$ cat src/design/sm3_pkg.sv
// SM3 hash engine: shared types, constants and bit functions.
// Used by every module of the sm3_hash block; no dependencies.
`default_nettype none

package sm3_pkg;

    localparam logic [31:0] SM3_T_LOW    = 32'h79CC4519;
    localparam logic [31:0] SM3_T_HIGH   = 32'h7A879D8A;
    localparam logic [7:0]  SM3_PAD_BYTE = 8'h80;
    localparam logic [31:0] SM3_PAD_WORD = {SM3_PAD_BYTE, 24'h000000};
    localparam logic [3:0]  SM3_LEN_SLOT = 4'd14;
    localparam logic [5:0]  SM3_LAST_ROUND = 6'd63;
    localparam logic [2:0]  SM3_LAST_INDEX = 3'd7;

    typedef struct packed {
        logic [31:0] data_word;
        logic [2:0]  valid_bytes;
        logic        last;
    } msg_beat_t;

    typedef struct packed {
        logic [31:0] digest_word;
        logic [2:0]  word_index;
        logic        digest_last;
    } digest_beat_t;

    // Sequencer -> core
    typedef struct packed {
        logic        push;
        logic [31:0] word;
        logic        init;
    } core_ctrl_t;

    // Core -> sequencer
    typedef struct packed {
        logic       busy;
        logic [3:0] word_count;
    } core_stat_t;

    typedef enum logic [1:0] {
        ST_IDLE,
        ST_PAD,
        ST_FIN,
        ST_OUT
    } seq_state_t;

    function automatic logic [31:0] sm3_iv(input logic [2:0] idx);
        logic [31:0] w;
        case (idx)
            3'd0:    w = 32'h7380166F;
            3'd1:    w = 32'h4914B2B9;
            3'd2:    w = 32'h172442D7;
            3'd3:    w = 32'hDA8A0600;
            3'd4:    w = 32'hA96F30BC;
            3'd5:    w = 32'h163138AA;
            3'd6:    w = 32'hE38DEE4D;
            default: w = 32'hB0FB0E4E;
        endcase
        return w;
    endfunction

    function automatic logic [31:0] rotl32(input logic [31:0] x, input logic [4:0] n);
        logic [63:0] t;
        t = {x, x} << n;
        return t[63:32];
    endfunction

    function automatic logic [31:0] perm0(input logic [31:0] x);
        return x ^ rotl32(x, 5'd9) ^ rotl32(x, 5'd17);
    endfunction

    function automatic logic [31:0] perm1(input logic [31:0] x);
        return x ^ rotl32(x, 5'd15) ^ rotl32(x, 5'd23);
    endfunction

endpackage

`default_nettype wire

$ cat src/design/sm3_round.sv
// SM3 round logic: one compression round and one message expansion word.
// Depends on sm3_pkg.
`default_nettype none

module sm3_round
    import sm3_pkg::*;
(
    input  wire logic [7:0][31:0]  v_in,
    input  wire logic [15:0][31:0] win,
    input  wire logic [5:0]        round,
    output logic      [7:0][31:0]  v_out,
    output logic      [31:0]       w_new
);

    logic [31:0] a12;
    logic [31:0] tj;
    logic [31:0] ss1;
    logic [31:0] ss2;
    logic [31:0] ff;
    logic [31:0] gg;
    logic [31:0] tt1;
    logic [31:0] tt2;
    logic        early;

    always_comb
    begin
        early = (round[5:4] == 2'b00);
        tj    = early ? SM3_T_LOW : SM3_T_HIGH;
        a12   = rotl32(v_in[0], 5'd12);
        ss1   = rotl32(a12 + v_in[4] + rotl32(tj, round[4:0]), 5'd7);
        ss2   = ss1 ^ a12;
        if (early)
        begin
            ff = v_in[0] ^ v_in[1] ^ v_in[2];
            gg = v_in[4] ^ v_in[5] ^ v_in[6];
        end
        else
        begin
            ff = (v_in[0] & v_in[1]) | (v_in[0] & v_in[2]) | (v_in[1] & v_in[2]);
            gg = (v_in[4] & v_in[5]) | (~v_in[4] & v_in[6]);
        end
        // win[0] is W[j], win[4] is W[j+4]
        tt1 = ff + v_in[3] + ss2 + (win[0] ^ win[4]);
        tt2 = gg + v_in[7] + ss1 + win[0];

        v_out[0] = tt1;
        v_out[1] = v_in[0];
        v_out[2] = rotl32(v_in[1], 5'd9);
        v_out[3] = v_in[2];
        v_out[4] = perm0(tt2);
        v_out[5] = v_in[4];
        v_out[6] = rotl32(v_in[5], 5'd19);
        v_out[7] = v_in[6];

        // W[j+16] from the sliding window
        w_new = perm1(win[0] ^ win[7] ^ rotl32(win[13], 5'd15))
              ^ rotl32(win[3], 5'd7) ^ win[10];
    end

endmodule

`default_nettype wire

$ cat src/design/sm3_core.sv
// SM3 compression core: 16-word window, working registers, round counter, chain value.
// Depends on sm3_pkg and sm3_round.
`default_nettype none

module sm3_core
    import sm3_pkg::*;
(
    input  wire logic             clk,
    input  wire logic             rst_n,
    input  wire core_ctrl_t       ctrl,
    output core_stat_t            stat,
    output logic      [7:0][31:0] chain
);

    logic [7:0][31:0]  chain_reg;
    logic [7:0][31:0]  v_reg;
    logic [15:0][31:0] win_reg;
    logic [5:0]        round_reg;
    logic [3:0]        wc_reg;
    logic              busy_reg;

    logic [7:0][31:0]  v_rnd;
    logic [31:0]       w_new;
    logic              start;

    sm3_round u_round (
        .v_in  (v_reg),
        .win   (win_reg),
        .round (round_reg),
        .v_out (v_rnd),
        .w_new (w_new)
    );

    // 16th word of a block kicks off the rounds
    assign start = ctrl.push && !busy_reg && (wc_reg == 4'hF);

    always_ff @(posedge clk or negedge rst_n)
    begin
        if (!rst_n)
        begin
            busy_reg  <= 1'b0;
            wc_reg    <= 4'h0;
            round_reg <= 6'd0;
            for (int i = 0; i < 8; i++)
            begin
                chain_reg[i] <= sm3_iv(3'(i));
            end
        end
        else
        begin
            if (busy_reg)
            begin
                round_reg <= round_reg + 6'd1;
                if (round_reg == SM3_LAST_ROUND)
                begin
                    busy_reg  <= 1'b0;
                    chain_reg <= chain_reg ^ v_rnd;
                end
            end
            else
            begin
                if (ctrl.push)
                begin
                    wc_reg <= wc_reg + 4'h1;
                end
                if (start)
                begin
                    busy_reg  <= 1'b1;
                    round_reg <= 6'd0;
                end
                if (ctrl.init)
                begin
                    for (int i = 0; i < 8; i++)
                    begin
                        chain_reg[i] <= sm3_iv(3'(i));
                    end
                end
            end
        end
    end

    always_ff @(posedge clk)
    begin
        if (busy_reg)
        begin
            v_reg   <= v_rnd;
            win_reg <= {w_new, win_reg[15:1]};
        end
        else if (ctrl.push)
        begin
            win_reg <= {ctrl.word, win_reg[15:1]};
            if (start)
            begin
                v_reg <= chain_reg;
            end
        end
    end

    assign stat.busy       = busy_reg;
    assign stat.word_count = wc_reg;
    assign chain           = chain_reg;

endmodule

`default_nettype wire

$ cat src/design/sm3_hash.sv
// SM3 hash engine top level: message intake, padding sequencer, digest output register.
// Depends on sm3_pkg and sm3_core.
//
//  channel  | handshake                  | payload
//  ---------+----------------------------+---------------------------------------
//  message  | msg_valid / msg_stall      | msg    (data_word, valid_bytes, last)
//  digest   | digest_valid / digest_stall| digest (digest_word, word_index, digest_last)
//
// The 16th word of a block holds msg_stall high for the 64 rounds of the shared round
// unit. After a last word the sequencer pushes padding one word a cycle while the core
// is not busy, runs one or two more compressions, then loads eight digest words through
// the output register. Reset loads the initial chain value; no clearing pass. Digest
// stalls hold off the next digest word, and new message words until the last digest
// word is loaded; message words are taken while that last digest word waits.
`default_nettype none

module sm3_hash
    import sm3_pkg::*;
(
    input  wire logic         clk,
    input  wire logic         rst_n,
    input  wire logic         msg_valid,
    output logic              msg_stall,
    input  wire msg_beat_t    msg,
    output logic              digest_valid,
    input  wire logic         digest_stall,
    output digest_beat_t      digest
);

    seq_state_t   state_reg;
    seq_state_t   state_next;
    logic [63:0]  len_reg;
    logic [63:0]  len_next;
    logic         pend_reg;
    logic         pend_next;
    logic         hi_done_reg;
    logic         hi_done_next;
    logic [2:0]   idx_reg;
    logic [2:0]   idx_next;
    logic         dv_reg;
    logic         dv_next;
    digest_beat_t dout_reg;
    digest_beat_t dout_next;

    core_ctrl_t       ctrl;
    core_stat_t       stat;
    logic [7:0][31:0] chain;

    logic       accept;
    logic       full_word;
    logic [2:0] vb_eff;
    logic [31:0] tail_word;

    sm3_core u_core (
        .clk   (clk),
        .rst_n (rst_n),
        .ctrl  (ctrl),
        .stat  (stat),
        .chain (chain)
    );

    assign msg_stall = (state_reg != ST_IDLE) || stat.busy;
    assign accept    = msg_valid && !msg_stall;
    assign full_word = msg.valid_bytes[2];
    assign vb_eff    = full_word ? 3'd4 : msg.valid_bytes;

    // Short tail: keep leading bytes, put the pad byte right after them
    always_comb
    begin
        case (msg.valid_bytes)
            3'd0:    tail_word = SM3_PAD_WORD;
            3'd1:    tail_word = {msg.data_word[31:24], SM3_PAD_BYTE, 16'h0000};
            3'd2:    tail_word = {msg.data_word[31:16], SM3_PAD_BYTE, 8'h00};
            3'd3:    tail_word = {msg.data_word[31:8], SM3_PAD_BYTE};
            default: tail_word = msg.data_word;
        endcase
    end

    always_ff @(posedge clk or negedge rst_n)
    begin
        if (!rst_n)
        begin
            state_reg   <= ST_IDLE;
            len_reg     <= 64'd0;
            pend_reg    <= 1'b0;
            hi_done_reg <= 1'b0;
            idx_reg     <= 3'd0;
            dv_reg      <= 1'b0;
        end
        else
        begin
            state_reg   <= state_next;
            len_reg     <= len_next;
            pend_reg    <= pend_next;
            hi_done_reg <= hi_done_next;
            idx_reg     <= idx_next;
            dv_reg      <= dv_next;
        end
    end

    always_ff @(posedge clk)
    begin
        dout_reg <= dout_next;
    end

    always_comb
    begin
        state_next   = state_reg;
        len_next     = len_reg;
        pend_next    = pend_reg;
        hi_done_next = hi_done_reg;
        idx_next     = idx_reg;
        dv_next      = dv_reg && digest_stall;
        dout_next    = dout_reg;
        ctrl.push    = 1'b0;
        ctrl.word    = 32'h0;
        ctrl.init    = 1'b0;

        case (state_reg)
            ST_IDLE:
            begin
                if (accept)
                begin
                    ctrl.push = 1'b1;
                    if (!msg.last)
                    begin
                        ctrl.word = msg.data_word;
                        len_next  = len_reg + 64'd32;
                    end
                    else
                    begin
                        ctrl.word    = tail_word;
                        len_next     = len_reg + 64'({vb_eff, 3'b000});
                        pend_next    = full_word;
                        hi_done_next = 1'b0;
                        state_next   = ST_PAD;
                    end
                end
            end
            ST_PAD:
            begin
                if (!stat.busy)
                begin
                    ctrl.push = 1'b1;
                    if (pend_reg)
                    begin
                        ctrl.word = SM3_PAD_WORD;
                        pend_next = 1'b0;
                    end
                    else if (hi_done_reg)
                    begin
                        ctrl.word  = len_reg[31:0];
                        state_next = ST_FIN;
                    end
                    else if (stat.word_count == SM3_LEN_SLOT)
                    begin
                        ctrl.word    = len_reg[63:32];
                        hi_done_next = 1'b1;
                    end
                    else
                    begin
                        ctrl.word = 32'h0;
                    end
                end
            end
            ST_FIN:
            begin
                if (!stat.busy)
                begin
                    idx_next   = 3'd0;
                    state_next = ST_OUT;
                end
            end
            ST_OUT:
            begin
                if (!dv_reg || !digest_stall)
                begin
                    dv_next               = 1'b1;
                    dout_next.digest_word = chain[idx_reg];
                    dout_next.word_index  = idx_reg;
                    dout_next.digest_last = (idx_reg == SM3_LAST_INDEX);
                    idx_next              = idx_reg + 3'd1;
                    if (idx_reg == SM3_LAST_INDEX)
                    begin
                        // chain already sampled above; restart for the next message
                        ctrl.init  = 1'b1;
                        len_next   = 64'd0;
                        state_next = ST_IDLE;
                    end
                end
            end
            default:
            begin
                state_next = ST_IDLE;
            end
        endcase
    end

    assign digest_valid = dv_reg;
    assign digest       = dout_reg;

endmodule

`default_nettype wire

$ cat config.mk
export PLATFORM = sky130hd
export DESIGN_NAME = sm3_hash
export DESIGN_NICKNAME = d
export VERILOG_FILES = /design/src/design/sm3_pkg.sv /design/src/design/sm3_round.sv /design/src/design/sm3_core.sv /design/src/design/sm3_hash.sv
export SDC_FILE = /design/constraint.sdc
export NUM_CORES = 2
export LEC_CHECK = 0
export ABC_CLOCK_PERIOD_IN_PS = 8900
export BUFFER_PORTS_ARGS = -buffer_cell sky130_fd_sc_hd__buf_4
export CAP_MARGIN = 5
export CORE_MARGIN = 2
export CORE_UTILIZATION = 55
export CTS_CLUSTER_DIAMETER = 50
export DETAILED_ROUTE_END_ITERATION = 10
export PLACE_DENSITY = 0.74
export SLEW_MARGIN = 20
export SYNTH_ARGS = -nofsm -noshare
export SYNTH_HDL_FRONTEND = slang
export SYNTH_HIERARCHICAL = 1
export SYNTH_SLANG_ARGS = --single-unit
$ cat constraint.sdc
create_clock -name clk -period 8.9 [get_ports clk]
set_input_delay 0.445 -clock clk [delete_from_list [all_inputs] [get_ports clk]]
set_output_delay 0.445 -clock clk [all_outputs]
set_load 0.1 [all_outputs]
Yosys cells after proc, flatten, opt, wreduce, memory -nomap -nowiden
Index checks and enable logic that the tools add are counted.
{"block": "op_classes", "n_addsub": 13, "n_mul": 0, "n_div": 0, "n_lt_le_gt_ge": 1, "n_eq_ne": 19, "shift": 1, "muxes": 60, "bitwise_logic": 25, "reduce_logical": 29}
{"op": "2-to-1 mux 256 bit", "count": 6}
{"op": "2-to-1 mux 512 bit", "count": 2}
{"op": "XOR 32 bit", "count": 14}
{"op": "adder 32 bit", "count": 8}
{"op": "2-to-1 mux 64 bit", "count": 4}
{"op": "XOR 256 bit", "count": 1}
{"op": "2-to-1 mux 32 bit", "count": 7}
{"op": "AND 32 bit", "count": 5}
{"op": "case mux 32 bit (4 select lines)", "count": 1}
{"op": "case mux 64 bit (2 select lines)", "count": 1}
{"op": "binary-select mux 32 bit (select 3 bit)", "count": 1}
{"op": "OR 32 bit", "count": 3}
{"op": "2-to-1 mux 33 bit", "count": 2}
{"op": "case mux 33 bit (2 select lines)", "count": 1}
{"op": "adder 64 x 6 -> 64 bit", "count": 1}
{"op": "adder 64 x 6 -> 64 bit (second input constant)", "count": 1}
{"op": "left shift 63 x 5 -> 64 bit", "count": 1}
{"op": "NOT 32 bit", "count": 1}
{"op": "2-to-1 mux 26 bit", "count": 1}
{"op": "inequality test 2 bit (second input constant)", "count": 9}
{"op": "2-to-1 mux 1 bit", "count": 17}
{"op": "2-to-1 mux 2 bit", "count": 8}
{"op": "nonzero test 2 bit", "count": 7}
{"op": "2-to-1 mux 6 bit", "count": 2}
{"op": "other kinds (26)", "count": 44}
{"block": "word_totals", "register_bits": 1143, "latchBits": 0, "mem_bits_rw": 0, "mem_bits_ro": 0, "inputBits": 40, "output_inout_bits": 38, "word_cells": 192, "memories": 0}

Depth between registers and ports, before layout
{"block": "logic_depth", "depth_word": 12, "ltp_mapped": 42, "depth_no_buf": 37}

Hierarchy
Netlist, hierarchy kept.
{"module": "sm3_core", "n_inst": 1, "cells_each": 2695, "area_each_um2": 40845.4, "seq_area_each_um2": 29892.4}
{"module": "sm3_round", "n_inst": 1, "cells_each": 2034, "area_each_um2": 16509.6, "seq_area_each_um2": 0.0}
{"module": "sm3_hash", "n_inst": 1, "cells_each": 761, "area_each_um2": 8055.2, "seq_area_each_um2": 2807.7}

Least setup slack after synthesis
OpenSTA, ideal clock, no wires.
{"block": "synth_timing", "kind": "reg-to-reg", "startpoint": "register u_core.round_reg[4]", "endpoint": "register u_core.chain_reg, in the netlist u_core/chain[21]", "setup_time_ps": 130, "t_arrival_ps": 9374, "setup_slack_ps": -604, "path_stages_with_launch": 42, "n_path_buf": 5, "cell_sequence": "dfrtp_1 -> clkbuf_1 -> nor2_2 -> inv_1 -> clkbuf_1 -> clkbuf_1 -> clkbuf_1 -> buf_1 -> ha_1 -> nor2_1 -> a21oi_1 -> nand2_1 -> o21ai_0 -> mux2i_1 -> nor2_1 -> a21oi_1 -> fa_1 -> ha_1 -> [... 6 more ...] -> xnor2_1 -> xnor2_1 -> fa_1 -> fa_1 -> inv_1 -> ha_1 -> fa_1 -> a21o_1 -> a21oi_1 -> o211ai_1 -> and3_1 -> a2111oi_2 -> o31ai_1 -> or4_1 -> nand3_1 -> nand3_1 -> xnor2_1 -> o2bb2ai_1"}
{"element": "start: declaration", "line_no": "sm3_core.sv:18", "rtl": "logic [5:0] round_reg;"}
{"element": "start signal: assignment", "line_no": "sm3_core.sv:53", "rtl": "round_reg <= round_reg + 6'd1;"}
{"element": "end signal: indexed assignment", "line_no": "sm3_core.sv:46", "rtl": "chain_reg[i] <= sm3_iv(3'(i));"}
{"element": "end signal: assignment", "line_no": "sm3_core.sv:57", "rtl": "chain_reg <= chain_reg ^ v_rnd;"}
{"element": "end signal: indexed assignment", "line_no": "sm3_core.sv:75", "rtl": "chain_reg[i] <= sm3_iv(3'(i));"}
{"element": "end: declaration", "line_no": "sm3_core.sv:15", "rtl": "logic [7:0][31:0] chain_reg;"}

==> results.cfg <==
[status]
status = finished, final reports clean

[pwr]
seqPwrFrac_pct = 49.2
clkPwrFrac_pct = 50.2
p_int_mw = 8.948
combinationalPowerShare_pct = 0.6
ir_drop_v = 0.0002087
power_density_mw_per_mm2 = 159.3
sw_frac_of_total_pct = 21.92
switching_power_mw = 2.512
p_leak_nw = 28.72

[place]
portBuffers = 77
post-dp-hpwl_um = 142900
gp_congestion = 1.005
dp.cells = 6854
pre_cts_slack_ps = -43.74
place_area_mm2 = 0.06690

[setup_path]
cp_data_arrival_time_ps = 9150
r2r-start = u_core/round_reg[4]
cp_slowest_cell = a2111oi_0
startpoint = u_core/round_reg[4]
reg2reg_slack_ps = 290
worst_setup_path_start_kind = flip-flop
cp_common_cell = fa_1
critPathTopFamily = compound AO/OA/AOI/OAI gates
cp_num_cells = 32
timing.rr.end = u_core/v_reg[135]
crit_path_end = u_core/v_reg[135]
cp_num_buf_inv = 3
worstSetupPathType = reg -> reg
cp_slowest_stage_delay_ps = 640
reg2regPathDepth = 32
crit_path_max_fanout = 6
cp-end-kind = flip-flop
crit_required_ps = 9440

[routing]
drt-pass1-iter-count = 9
via_count = 44623
drc = 0
wl_um = 198600
wl_per_cell_um = 27.89
first_iter_violations = 5260
antenna_left = 0
routed_via_density = 6.267

[timing]
worst_slack_ps = 292.3
hold_violations = 0
min_period_ps = 8608
max_freq_mhz = 116.2
finClkSkew_ps = 54.98
relSlewSlack_pct = 17.45
hold_ws_ps = 47.11
period_share_pct = 96.72
finalMaxSlewViolations = 0
tightest_slew_ps = 1238
setup_viol = 0

[grt]
grt_first_pass_wirelength_um = 288700
antenna_found_initial = 9
grt-ovfl-total = 0
grtUsageTotal_pct = 32.59
grt_pass1_vias = 42808
grt_max_degree = 201

[clock_network]
cts_tree = built
cts_buffers = 137
clock_path_buffers = 3
clk_latency_ps = 810
cts_root_buffer = clkbuf_16
htree_levels = 4
clkSinkCount = 1140
clk_pin_slew_ps = 60

[logic_synthesis]
synth_nets = 5827
syn_area_mm2 = 0.06541
ys_ff_latch = 1140
netlist_instances = 5490
yosysUniqueCellTypes = 102
ys.flop_type = edfxtp_1
yosysSeqAreaShare_pct = 49.99
async_flop_share_pct = 29.47
synth-edff-count = 804
syn_area_per_cell_um2 = 11.91
ys_warn_count = 6

[layout]
seq_area_mm2 = 0.03272
fillCellCount = 9130
layout_common_cells = edfxtp_1, nand2_1, xnor2_1, buf_4, nand3_1
final_common_cell = edfxtp_1
final_area_mm2 = 0.07192
fin_cells = 7120
area_growth_pct = 9.958
num-nets-final = 5802
drive_above_1_share_pct = 19.10
multiInputGateArea_mm2 = 0.02918
largest_reg_flops = 512

[worst_hold_path]
hp-class = in -> reg

[job]
drv_cap = 0

[floorplan]
initial_core_util_pct = 55.39
io_pins = 78
dieArea_mm2 = 0.1217
chipWidth_um = 348.9
die_y_um = 348.9
design.core.area_mm2 = 0.1181
rows = 126
[power by group through the flow]
stage / Sequential (mW) / Clock (mW) / Combinational [mW]
final: 5.64 / 5.76 / 0.0654
after detailed placement: 5.74 / 0 / 0.0663
after CTS: 5.64 / 5.83 / 0.0673
after global routing: 5.63 / 6.03 / 0.0730
after global placement: 5.74 / 0 / 0.0667
after floorplan: 5.74 / 0 / 0.00687
[metrics by stage]
stage	utilization (%)	total power [mW]	TNS (ps)
after floorplan	-	5.749	0
after global placement	56.65	5.810	0
after detailed placement	56.65	5.809	-43.74
after CTS	60.71	11.54	0
after global routing	60.90	11.74	-40.19
final	60.91	11.46	0
[layer usage]
metal	global-route usage, %	routed length [um]	up-vias
li1	-	-	19568
met1	42.67	77620	22578
met2	51.95	93200	2013
met3	6.100	15910	452
met4	16.93	11760	12
met5	0	85	-
[worst min path at each step]
stage                              startpoint                   to  slack (ps)  cells after the start
final                            digest_stall         digest_valid          50                      3
after global routing             digest_stall         digest_valid          60                      3
after CTS                        digest_stall         digest_valid           4                      3
after detailed placement   u_core/win_reg[32]    u_core/win_reg[0]         400                      0
after global placement    u_core/win_reg[506]  u_core/win_reg[474]         400                      0
after floorplan                         rst_n         digest_valid         150                      0
[worst min-delay path, delay by kind of cell]
kind,cells,cell delay (ps)
simple gates,2,260
buf+inv,1,90
[synthesized netlist by cell type (all sizes together) (64+ instances only)]
cell	instances	share of area (%)
a21oi	280	2.1
edfxtp	804	37
xor2	229	3.1
fa	189	5.8
ha	108	2.1
dfstp	119	4.8
dfrtp	217	8.3
clkbuf	170	1.1
mux2	205	3.5
nand3	337	3.0
xnor2	420	5.6
o21ai	163	1.2
mux4	64	2.2
nor3	187	1.4
nand2	450	2.6
buf	304	3.3
nor2	125	0.72
nand2b	153	1.5
o2bb2ai	139	1.9
inv	227	1.3
[layout make-up]
class	instances	area share, %
Antenna cell	4	0.01392
Clock buffer	164	5.034
Clock inverter	90	1.567
Inverter	228	1.207
Multi-Input combinational cell	3645	40.57
Sequential cell	1140	45.49
Tap cell	1536	2.672
Timing Repair Buffer	313	3.446
[timing repair]
action                     CTS  global route
buffers inserted             0             6
pin swaps                    0            14
cloned                       0             0
setup endpoints to repair    3            99
hold endpoints to repair    53             0
hold buffers                 2             0
resized for setup            3            42
[logic make-up (layout without fill, tap and decap cells)]
family / count (synthesis) / after routing / synth area share, %
other: 0 / 4 / 0
buffers and inverters: 705 / 795 / 5.804
DFF: 1140 / 1140 / 49.99
muxes: 327 / 327 / 6.620
AOI/OAI and AO/OA: 882 / 882 / 9.069
xor gates and xnor gates: 661 / 661 / 9.109
and+or+nand+nor: 1478 / 1478 / 11.56
adders and majority gates: 297 / 297 / 7.850
Note: power is estimated with default switching activity, not from simulation.
